File: config.mk
export PLATFORM = sky130hd
export DESIGN_NAME = sorted_sparse_matrix_store_unit
export DESIGN_NICKNAME = d
export VERILOG_FILES = /design/src/rtl/ssms_pkg.sv /design/src/rtl/ssms_ram.sv /design/src/rtl/sorted_sparse_matrix_store_unit.sv
export SDC_FILE = /design/constraint.sdc
export NUM_CORES = 2
export LEC_CHECK = 0
export BUFFER_PORTS_ARGS = -buffer_cell sky130_fd_sc_hd__buf_4
export CORE_MARGIN = 10
export CORE_UTILIZATION = 55
export DETAILED_ROUTE_END_ITERATION = 16
export GPL_TIMING_DRIVEN = 1
export PLACE_DENSITY_LB_ADDON = 0.08
export SYNTH_ARGS = -nofsm -noshare
export SYNTH_HDL_FRONTEND = slang
export SYNTH_SLANG_ARGS = --single-unit
File: constraint.sdc
create_clock -name clk -period 11.5 [get_ports clk]
set_clock_uncertainty 0.1 [all_clocks]
set_input_delay 1.15 -clock clk [delete_from_list [all_inputs] [get_ports clk]]
set_output_delay 1.15 -clock clk [all_outputs]
set_load 0.03 [all_outputs]
File: src/rtl/ssms_pkg.sv
// Package for the sorted sparse matrix store: sizes, opcodes, status codes,
// beat structs and the stored entry layout. No dependencies.
package ssms_pkg;

  localparam int CAPACITY = 32;
  localparam int IDX_W    = 16;
  localparam int VAL_W    = 32;
  localparam int ADDR_W   = $clog2(CAPACITY);
  localparam int CNT_W    = $clog2(CAPACITY + 1);

  typedef enum logic [1:0] {
    OP_CREATE = 2'd0,
    OP_SET    = 2'd1,
    OP_READ   = 2'd2,
    OP_DUMP   = 2'd3
  } opcode_t;

  typedef enum logic [1:0] {
    STAT_OK         = 2'd0,
    STAT_EMPTY      = 2'd1,
    STAT_NO_MATRIX  = 2'd2,
    STAT_FULL       = 2'd3
  } status_t;

  typedef struct packed {
    opcode_t                  opcode;
    logic [IDX_W-1:0]         row_index;
    logic [IDX_W-1:0]         column_index;
    logic signed [VAL_W-1:0]  entry_value;
  } in_beat_t;

  typedef struct packed {
    logic [IDX_W-1:0]         out_row;
    logic [IDX_W-1:0]         out_column;
    logic signed [VAL_W-1:0]  out_value;
    status_t                  status;
    logic                     last;
  } out_beat_t;

  typedef struct packed {
    logic [IDX_W-1:0]         row;
    logic [IDX_W-1:0]         col;
    logic signed [VAL_W-1:0]  value;
  } entry_t;

  localparam int ENTRY_W = $bits(entry_t);

  function automatic out_beat_t mk_result(input logic [IDX_W-1:0] row,
                                          input logic [IDX_W-1:0] col,
                                          input logic signed [VAL_W-1:0] value,
                                          input status_t st,
                                          input logic lst);
    out_beat_t b;
    b.out_row    = row;
    b.out_column = col;
    b.out_value  = value;
    b.status     = st;
    b.last       = lst;
    return b;
  endfunction

endpackage

File: src/rtl/ssms_ram.sv
// Generic simple dual-port RAM: one write port, one read port with
// registered read data. No dependencies.
module ssms_ram #(
  parameter int WIDTH = 8,
  parameter int DEPTH = 16
) (
  input  logic                     clk,
  input  logic                     wr_en,
  input  logic [$clog2(DEPTH)-1:0] wr_addr,
  input  logic [WIDTH-1:0]         wr_data,
  input  logic                     rd_en,
  input  logic [$clog2(DEPTH)-1:0] rd_addr,
  output logic [WIDTH-1:0]         rd_data_r
);

  logic [WIDTH-1:0] mem [DEPTH];

  always_ff @(posedge clk) begin
    if (wr_en) begin
      mem[wr_addr] <= wr_data;
    end
    if (rd_en) begin
      rd_data_r <= mem[rd_addr];
    end
  end

endmodule

File: src/rtl/sorted_sparse_matrix_store_unit.sv
// Top level of the sorted sparse matrix store: sequencer around one entry RAM.
// Depends on ssms_pkg and ssms_ram.
//
//  channel | ports                      | beat
//  --------+----------------------------+------------------------------------
//  input   | in_valid, in_stall, in_data   | opcode, row, column, value
//  output  | out_valid, out_stall, out_data| row, column, value, status, last
//
// Create completes in the idle state. Set/read scan the table one entry per
// cycle through the RAM read port; a read or an error then yields a result
// beat, and an insert shifts the tail one entry per cycle and then places the
// new entry. Dump scans the stored entries one per cycle unless an output
// stall holds it. Reset clears state, count, matrix flag, pending flag and
// output valid; RAM contents need no clearing.
// An output stall holds the sequencer wherever it must hand over a beat.
module sorted_sparse_matrix_store_unit (
  input  logic                clk,
  input  logic                rst_n,
  input  logic                in_valid,
  output logic                in_stall,
  input  ssms_pkg::in_beat_t  in_data,
  output logic                out_valid,
  input  logic                out_stall,
  output ssms_pkg::out_beat_t out_data
);
  import ssms_pkg::*;

  typedef enum logic [2:0] {
    S_IDLE,
    S_SCAN,
    S_DECIDE,
    S_SHIFT,
    S_PLACE,
    S_RESULT
  } state_t;

  state_t                  state_r, state_nxt;
  in_beat_t                item_r, item_nxt;
  logic [CNT_W-1:0]        count_r, count_nxt;
  logic                    present_r, present_nxt;
  logic [CNT_W-1:0]        idx_r, idx_nxt;
  logic [CNT_W-1:0]        pos_r, pos_nxt;
  logic                    match_r, match_nxt;
  logic signed [VAL_W-1:0] hit_val_r, hit_val_nxt;
  logic                    pend_valid_r, pend_valid_nxt;
  entry_t                  pend_r, pend_nxt;
  out_beat_t               res_r, res_nxt;
  logic                    out_valid_r, out_valid_nxt;
  out_beat_t               out_data_r, out_data_nxt;

  logic               wr_en, rd_en;
  logic [ADDR_W-1:0]  wr_addr, rd_addr;
  logic [ENTRY_W-1:0] wr_data, rd_data;
  entry_t             rd_entry, new_entry;

  logic               out_free, push, nz;
  out_beat_t          push_data;
  logic [CNT_W-1:0]   idx_inc, idx_dec, cnt_dec;
  logic [2*IDX_W-1:0] entry_key, item_key;

  ssms_ram #(
    .WIDTH (ENTRY_W),
    .DEPTH (CAPACITY)
  ) u_ram (
    .clk       (clk),
    .wr_en     (wr_en),
    .wr_addr   (wr_addr),
    .wr_data   (wr_data),
    .rd_en     (rd_en),
    .rd_addr   (rd_addr),
    .rd_data_r (rd_data)
  );

  assign rd_entry  = entry_t'(rd_data);
  assign new_entry = '{row: item_r.row_index, col: item_r.column_index,
                       value: item_r.entry_value};
  assign entry_key = {rd_entry.row, rd_entry.col};
  assign item_key  = {item_r.row_index, item_r.column_index};
  assign idx_inc   = idx_r + CNT_W'(1);
  assign idx_dec   = idx_r - CNT_W'(1);
  assign cnt_dec   = count_r - CNT_W'(1);
  assign nz        = (rd_entry.value != '0);

  assign out_free  = !out_valid_r || !out_stall;
  assign in_stall  = (state_r != S_IDLE);
  assign out_valid = out_valid_r;
  assign out_data  = out_data_r;

  always_comb begin
    state_nxt      = state_r;
    item_nxt       = item_r;
    count_nxt      = count_r;
    present_nxt    = present_r;
    idx_nxt        = idx_r;
    pos_nxt        = pos_r;
    match_nxt      = match_r;
    hit_val_nxt    = hit_val_r;
    pend_valid_nxt = pend_valid_r;
    pend_nxt       = pend_r;
    res_nxt        = res_r;
    wr_en          = 1'b0;
    wr_addr        = '0;
    wr_data        = '0;
    rd_en          = 1'b0;
    rd_addr        = '0;
    push           = 1'b0;
    push_data      = res_r;

    unique case (state_r)
      S_IDLE: begin
        if (in_valid) begin
          item_nxt = in_data;
          unique case (in_data.opcode)
            OP_CREATE: begin
              count_nxt   = '0;
              present_nxt = 1'b1;
            end
            OP_DUMP: begin
              pend_valid_nxt = 1'b0;
              if (present_r) begin
                if (count_r == '0) begin
                  res_nxt   = mk_result('0, '0, '0, STAT_EMPTY, 1'b1);
                  state_nxt = S_RESULT;
                end else begin
                  rd_en     = 1'b1;
                  idx_nxt   = '0;
                  state_nxt = S_SCAN;
                end
              end
            end
            OP_SET, OP_READ: begin
              if (!present_r) begin
                res_nxt   = mk_result(in_data.row_index, in_data.column_index, '0,
                                      STAT_NO_MATRIX, 1'b1);
                state_nxt = S_RESULT;
              end else if (count_r == '0) begin
                pos_nxt   = '0;
                match_nxt = 1'b0;
                state_nxt = S_DECIDE;
              end else begin
                rd_en     = 1'b1;
                idx_nxt   = '0;
                state_nxt = S_SCAN;
              end
            end
            default: ;
          endcase
        end
      end

      S_SCAN: begin
        if (item_r.opcode == OP_DUMP) begin
          // one result held back so the final one can carry last
          if (!(nz && pend_valid_r && !out_free)) begin
            if (nz && pend_valid_r) begin
              push      = 1'b1;
              push_data = mk_result(pend_r.row, pend_r.col, pend_r.value, STAT_OK, 1'b0);
            end
            if (nz) begin
              pend_nxt       = rd_entry;
              pend_valid_nxt = 1'b1;
            end
            if (idx_inc == count_r) begin
              if (nz) begin
                res_nxt = mk_result(rd_entry.row, rd_entry.col, rd_entry.value,
                                    STAT_OK, 1'b1);
              end else if (pend_valid_r) begin
                res_nxt = mk_result(pend_r.row, pend_r.col, pend_r.value, STAT_OK, 1'b1);
              end else begin
                res_nxt = mk_result('0, '0, '0, STAT_EMPTY, 1'b1);
              end
              state_nxt = S_RESULT;
            end else begin
              rd_en   = 1'b1;
              rd_addr = idx_inc[ADDR_W-1:0];
              idx_nxt = idx_inc;
            end
          end
        end else if (entry_key >= item_key) begin
          pos_nxt     = idx_r;
          match_nxt   = (entry_key == item_key);
          hit_val_nxt = rd_entry.value;
          state_nxt   = S_DECIDE;
        end else if (idx_inc == count_r) begin
          pos_nxt   = count_r;
          match_nxt = 1'b0;
          state_nxt = S_DECIDE;
        end else begin
          rd_en   = 1'b1;
          rd_addr = idx_inc[ADDR_W-1:0];
          idx_nxt = idx_inc;
        end
      end

      S_DECIDE: begin
        if (item_r.opcode == OP_READ) begin
          res_nxt   = mk_result(item_r.row_index, item_r.column_index,
                                match_r ? hit_val_r : '0, STAT_OK, 1'b1);
          state_nxt = S_RESULT;
        end else if (match_r) begin
          wr_en     = 1'b1;
          wr_addr   = pos_r[ADDR_W-1:0];
          wr_data   = new_entry;
          state_nxt = S_IDLE;
        end else if (count_r == CNT_W'(CAPACITY)) begin
          res_nxt   = mk_result(item_r.row_index, item_r.column_index,
                                item_r.entry_value, STAT_FULL, 1'b1);
          state_nxt = S_RESULT;
        end else if (pos_r == count_r) begin
          wr_en     = 1'b1;
          wr_addr   = pos_r[ADDR_W-1:0];
          wr_data   = new_entry;
          count_nxt = count_r + CNT_W'(1);
          state_nxt = S_IDLE;
        end else begin
          rd_en     = 1'b1;
          rd_addr   = cnt_dec[ADDR_W-1:0];
          idx_nxt   = cnt_dec;
          state_nxt = S_SHIFT;
        end
      end

      S_SHIFT: begin
        // reads walk down from the tail, each write lands one slot above
        wr_en   = 1'b1;
        wr_addr = idx_inc[ADDR_W-1:0];
        wr_data = rd_data;
        if (idx_r == pos_r) begin
          state_nxt = S_PLACE;
        end else begin
          rd_en   = 1'b1;
          rd_addr = idx_dec[ADDR_W-1:0];
          idx_nxt = idx_dec;
        end
      end

      S_PLACE: begin
        wr_en     = 1'b1;
        wr_addr   = pos_r[ADDR_W-1:0];
        wr_data   = new_entry;
        count_nxt = count_r + CNT_W'(1);
        state_nxt = S_IDLE;
      end

      S_RESULT: begin
        if (out_free) begin
          push      = 1'b1;
          push_data = res_r;
          state_nxt = S_IDLE;
        end
      end

      default: state_nxt = S_IDLE;
    endcase

    out_valid_nxt = out_valid_r && out_stall;
    out_data_nxt  = out_data_r;
    if (push) begin
      out_valid_nxt = 1'b1;
      out_data_nxt  = push_data;
    end
  end

  always_ff @(posedge clk) begin
    if (!rst_n) begin
      state_r      <= S_IDLE;
      count_r      <= '0;
      present_r    <= 1'b0;
      pend_valid_r <= 1'b0;
      out_valid_r  <= 1'b0;
    end else begin
      state_r      <= state_nxt;
      count_r      <= count_nxt;
      present_r    <= present_nxt;
      pend_valid_r <= pend_valid_nxt;
      out_valid_r  <= out_valid_nxt;
    end
    item_r     <= item_nxt;
    idx_r      <= idx_nxt;
    pos_r      <= pos_nxt;
    match_r    <= match_nxt;
    hit_val_r  <= hit_val_nxt;
    pend_r     <= pend_nxt;
    res_r      <= res_nxt;
    out_data_r <= out_data_nxt;
  end

`ifndef ASSERT_OFF
  a_count_bound: assert property (@(posedge clk) disable iff (!rst_n)
    count_r <= CNT_W'(CAPACITY))
    else $error("entry count above capacity");

  a_no_idle_write: assert property (@(posedge clk) disable iff (!rst_n)
    (state_r == S_IDLE) |-> !wr_en)
    else $error("RAM write while idle");

  a_shift_above_pos: assert property (@(posedge clk) disable iff (!rst_n)
    (state_r == S_SHIFT) |-> (idx_inc > pos_r) && (idx_r < count_r))
    else $error("shift write outside tail");

  a_create: assert property (@(posedge clk) disable iff (!rst_n)
    (in_valid && !in_stall && in_data.opcode == OP_CREATE)
      |=> (count_r == '0) && present_r)
    else $error("create did not empty the table");

  a_push_free: assert property (@(posedge clk) disable iff (!rst_n)
    (out_valid_r && out_stall) |=> $stable(out_data_r))
    else $error("held result overwritten");
`endif

endmodule
# ---- Word level (Yosys, flattened, before mapping)
# Memory sizes are Yosys's and may differ from the RTL's. A register that Yosys moved wholly into a read port is not among the register bits.
# Index checks and enable logic that the tools add are counted.
dict set report classes {
  order_cmp 1
  n_mux 127
  eq_ne 46
  n_addsub 4
  bitwise_logic 2
  n_reduce_logical 29
}
# cell n
set op_table {}
lappend op_table {{two-way mux 67 bit} 16}
lappend op_table {{two-way mux 64 bit} 4}
lappend op_table {{one-hot mux 67 bit (3 select lines)} 1}
lappend op_table {{one-hot mux 64 bit (3 select lines)} 1}
lappend op_table {{two-way mux 6 bit} 26}
lappend op_table {{one-hot mux 67 bit (2 select lines)} 1}
lappend op_table {{two-way mux 5 bit} 13}
lappend op_table {{two-way mux 3 bit} 14}
lappend op_table {{two-way mux 1 bit} 36}
lappend op_table {{!= test 2 bit (second input constant)} 18}
lappend op_table {{== test 32 bit} 1}
lappend op_table {{>= comparator 32 bit} 1}
lappend op_table {{two-way mux 32 bit} 1}
lappend op_table {{nonzero test 32 bit} 1}
lappend op_table {{one-hot mux 5 bit (3 select lines)} 2}
lappend op_table {{!= test 3 bit (second input constant)} 9}
lappend op_table {{one-hot mux 6 bit (4 select lines)} 1}
lappend op_table {{== test 6 bit} 3}
lappend op_table {{one-hot mux 6 bit (3 select lines)} 1}
lappend op_table {{one-hot mux 3 bit (5 select lines)} 1}
lappend op_table {{AND reduction 7 bit} 2}
lappend op_table {{adder 6 x 1 -> 6 bit (second input constant)} 2}
lappend op_table {{one-hot mux 6 bit (2 select lines)} 1}
lappend op_table {{AND reduction 12 bit} 1}
lappend op_table {{31 further kinds} 52}
dict set report word_totals {
  register_bits 321
  elab_cells 236
  n_memories 1
  ramBits 2048
  inputBits 70
}
# name depth word_bits rd rd_ports_with_merged_regs write_ports line_no
set mem_list {}
lappend mem_list {u_ram.mem 32 64 1 1 1 ssms_ram.sv:16} ;# logic [WIDTH-1:0] mem [DEPTH];

# ---- Depth between registers and ports, before layout
dict set report depth {
  ltp_word 8
  depth_mapped 19
}

# ---- By module
# From an unflattened synthesis, not the netlist that was laid out.
dict set report hier_totals {
  cells_unflattened 4218
  area_unflattened_um2 94460.6
}
# mod area_per_inst_um2 cells_each instances seq_area_each_um2
set modules_own_cells {}
lappend modules_own_cells {ssms_ram 79605.1 3096 1 63420.8}
lappend modules_own_cells {sorted_sparse_matrix_store_unit 14855.5 1122 1 9489.1}

# ---- Least setup slack after synthesis
# OpenSTA, ideal clock, no wires.
dict set report synth_path {
  path_kind {input -> register}
  startpoint {input port in_valid}
  endpoint {register u_ram.rd_data_r[0], read port of u_ram.mem, enable pin}
  setup_slack_ps 4836
  t_arrival_ps 6128
  cell_stages 4
  t_required_ps 10964
  n_path_buf 0
  cell_sequence {inv_1 > nor2_1 > nand4b_1 > nand4_1}
}
dict set report synth_between {
  elab_chain_len 2
}
# element line_no
set synth_rtl {}
lappend synth_rtl {{start: declaration} sorted_sparse_matrix_store_unit.sv:19} ;# input logic in_valid,
lappend synth_rtl {{two-way mux 1 bit} sorted_sparse_matrix_store_unit.sv:111} ;# if (in_valid) begin
lappend synth_rtl {{one-hot mux 1 bit (4 select lines)} sorted_sparse_matrix_store_unit.sv:109} ;# unique case (state_r)
lappend synth_rtl {{named net rd_en} sorted_sparse_matrix_store_unit.sv:51} ;# logic wr_en, rd_en;
lappend synth_rtl {{end: declaration} ssms_ram.sv:13} ;# output logic [WIDTH-1:0] rd_data_r
# The timed path passes the listed nets, and every way through them passes these cells.
# A chain may end at the register's enable or synchronous reset.

# ---- Final worst setup path
dict set report layout_path {
  startpoint {register u_ram.rd_data_r[57], read port of u_ram.mem}
  endpoint {register u_ram.rd_data_r[52], read port of u_ram.mem (data pin)}
}
dict set report layout_between {
  elab_chain_len 4
  word_cells_on_any_way 7
  classes_between {order compare: 1; mux: 6}
}
# element line_no
set layout_rtl {}
lappend layout_rtl {{>= comparator 32 bit (*)} sorted_sparse_matrix_store_unit.sv:179} ;# end else if (entry_key >= item_key) begin
lappend layout_rtl {{two-way mux 1 bit / two-way mux 5 bit (equally long branches)} sorted_sparse_matrix_store_unit.sv:179}
lappend layout_rtl {{two-way mux 1 bit / two-way mux 5 bit (equally long branches)} sorted_sparse_matrix_store_unit.sv:152} ;# if (item_r.opcode == OP_DUMP) begin
lappend layout_rtl {{one-hot mux 1 bit (4 select lines) / one-hot mux 5 bit (3 select lines) (equally long branches)} sorted_sparse_matrix_store_unit.sv:109}
# Mark *: on every way between the ends. The rest lies on a longest branch, timed or not.

==> qor.txt <==
Status: finished clean
Area leader, netlist: edfxtp_1
Synth Area in Adders: 0.510%
Die Wd: 437 microns
Area Growth Syn to Fin: 12.6%
Seq cells post-synth: 2432
Commonest cells in the synthesized netlist: edfxtp_1, nand2_1, mux2i_1, a32oi_1, nand3_1
Height of the die: 437 microns
GR Util met1: 42.9%
Pwr Density: 242 nW/um^2
Slew margin rel.: 1.93%
Syn_area_per_cell: 14.9 sq um
Cells after Synth: 6422
Total Neg Setup Slack: 0 ps
Core Area: 173000 sq um
Clk Tree Root Cell: clkbuf_16
Fillers: 12800
Vias in the first global route: 56100
Final setup violation count: 0
R2R setup slack: 4590 ps
RSZ-0062 raised after global routing: false
CTS H-Tree Depth: 4
Worst setup SP type: register
Largest net degree at the start of global routing: 187
Critical Path Max Stage Delay: 860 ps
Yosys warning total: 0
Final ANT Viol Nets: 0
Final WL: 281 mm
Worst-path cell chain: ha_1 -> a21oi_1 -> o21ai_0 -> nor2_1 -> a21oi_1 -> nor4_2 -> o21ai_4 -> buf_4 -> nor2_4 -> buf_4 -> buf_4 -> a32oi_1 -> nand4_1 -> nor4_1
Worst skew pair latency: 890 ps
Hpwl dp: 146 mm
Post-synthesis mux area share: 4.16%
Max VDD drop: 0.322 mV
Share of layout cells above drive strength 1: 12.3%
First-pass GRT wire length: 402 mm
Largest family of logic cells by synthesized area: simple AND/OR/NAND/NOR gates
Layout Nets: 6665
Initial Utilization: 55.2%
Drt first-iter violations: 8975
Sequential Area: 72900 sq um
Post-synthesis sequential area ratio: 76.2%
HP Class: input port to register
Peak Freq: 0.145 GHz
Async S/R FF share, synth: 0%
Period utilization: 60.1%
Critical path type: register to register
Worst Path Required: 11930 ps
Initial antenna violation count: 9
Synth Area in Compound Gates: 6.41%
Io pins: 139
GRT met2 Usage: 42.6%
Drt drc: 0
GR Util met3: 6.53%
Buffer count from post-CTS setup fixing: 0
Busiest grt layer: met1
Place WS: 4790 ps
Top FF cell, synth: edfxtp_1
GPL Wtd Cong: 0.837
Syn nets: 6531
Worst-Margin Slew: 1470 ps
Setup slack after layout: 4590 ps
Mapped Area: 95700 sq um
CP max FO: 29
Leak: 35.3 nW
Critical Path AT: 7340 ps
Post-Synth XOR/XNOR Area: 0.378%
Clock Sinks: 2432
EDFF count, synth: 2420
Antenna cells: 0
Total CTS buffers: 241
Area of the die: 191000 sq um
Cts hold-fix bufs: 0
Reg clk slew, reported paths: 60 ps
Resized cells post-CTS: 0
CTS tree: yes
Critical Path Most Common Cell: buf_4
Area contributors post-synth: edfxtp_1, nand2_1, mux2i_1
Simple-Gate Fraction of Synth Area: 10.0%
1st-pass router iterations: 8
Remaining Overflow, GRT: 0
Drt wl/cell: 30.8 microns
Hold Vio Cnt, Final: 0
Routed vias/inst: 6.49
DR vias: 59100
Crit. End Element: register
Fin crit period: 6910 ps
Max-slew violation count: 0
Area of the multi-input gates: 21200 sq um
FP Rows: 153
Unique masters post-synth: 76
Global Route Usage Sum: 28.6%
Worst-case clock buffer depth: 3
Buffers added on ports: 138
Post-synth top area share: 75.9%
Crit-path slowest cell: o21ai_4
Most common cell in the netlist: edfxtp_1
Max cap viols: 0
[worst paths after layout]
check	end	startpoint	cells after the start
max	u_ram.rd_data_r[52]	u_ram.rd_data_r[57]	14
min	item_r[3]	in_data[3]	1
max reg2reg	u_ram.rd_data_r[52]	u_ram.rd_data_r[57]	14
min reg2reg	pend_r[43]	u_ram.rd_data_r[43]	0
[routing by layer]
layer | wire length [microns] | vias to the layer above
met1 | 115000 | 30100
li1 | - | 25000
met3 | 35000 | 446
met5 | 0 | -
met4 | 6160 | 0
met2 | 124000 | 3490
[critical path: cells and delay by family, from the launching register on]
kind | cells | cell delay [ps]
AO/OA/AOI/OAI | 5 | 2520
adder cells (fa/ha/maj) | 1 | 390
AND/OR/NAND/NOR | 5 | 1580
flip-flops | 1 | 510
buffers and inverters | 3 | 1410
[kinds of logic (layout without fill, tap and decap cells)]
logic type               Yosys count  count (layout)
multiplexers                     389             389
buffers and inverters            486             837
AO/OA/AOI/OAI                    797             797
adder cells (fa/ha/maj)           39              39
flip-flops                      2432            2432
XOR/XNOR                          37              37
AND/OR/NAND/NOR                 2242            2242
[power breakdown]
| part | switching [mW] | total [mW] | internal (mW) |
|---|---|---|---|
| Sequential | 0.604 | 11.6 | 11.0 |
| Clock | 3.40 | 7.98 | 4.59 |
| Combinational | 4.66 | 6.43 | 1.76 |
[through the flow]
stage | utilization (%) | power (mW) | cell area [sq um] | std cells | hold slack, ps
after global placement | 57.4 | 18.0 | 99600 | 8636 | 381
after global routing | 62.1 | 26.9 | 108000 | 9098 | 317
final | 62.1 | 26.0 | 108000 | 9098 | 349
after detailed placement | 57.5 | 18.1 | 99700 | 8638 | 377
after floorplan | - | 15.5 | 95700 | 6422 | 326
after CTS | 62.1 | 26.0 | 108000 | 9098 | 286
[cell type report]
class	count	area share, %
Sequential cell	2432	67.7
Multi-Input combinational cell	3504	19.6
Clock buffer	276	5.72
Tap cell	2325	2.70
Timing Repair Buffer	301	2.23
Clock inverter	184	1.76
Inverter	76	0.265
[registers in the layout (all words and copies together), names as in the netlist]
name / count
u_ram.rd_data_r: 64
present_r: 1
hit_val_r: 32
out_valid: 1
u_ram.mem: 2048
pend_valid_r: 1
count_r: 6
out_data: 67
pend_r: 64
state_r: 3
match_r: 1
pos_r: 6
idx_r: 6
item_r: 34
res_r: 66
item_key: 32
[cell usage in the layout, fill, tap and decap left out, types with 15 or more instances in the layout]
cell / Yosys / final
edfxtp_1: 2420 / 2420
mux2_2: 66 / 66
o21ai_0: 81 / 55
o22ai_1: 66 / 66
ha_1: 39 / 39
xor2_1: 15 / 15
buf_4: 28 / 290
a222oi_1: 57 / 57
a21oi_1: 52 / 50
bufinv_16: 0 / 33
nand4_1: 159 / 159
inv_1: 74 / 74
xnor2_1: 20 / 20
clkinv_2: 0 / 64
nor2_4: 0 / 40
clkbuf_1: 227 / 35
clkinv_1: 1 / 59
nand2_1: 1546 / 1544
a22o_1: 39 / 39
o21ai_1: 60 / 61
nor4_1: 76 / 73
clkbuf_16: 0 / 241
o21ai_2: 1 / 22
mux2i_1: 323 / 323
a32oi_1: 322 / 322
nor2_1: 85 / 46
o2111ai_1: 45 / 45
nand3_1: 314 / 313
o211ai_1: 22 / 22
No activity file was read; power rests on OpenSTA's default activity.
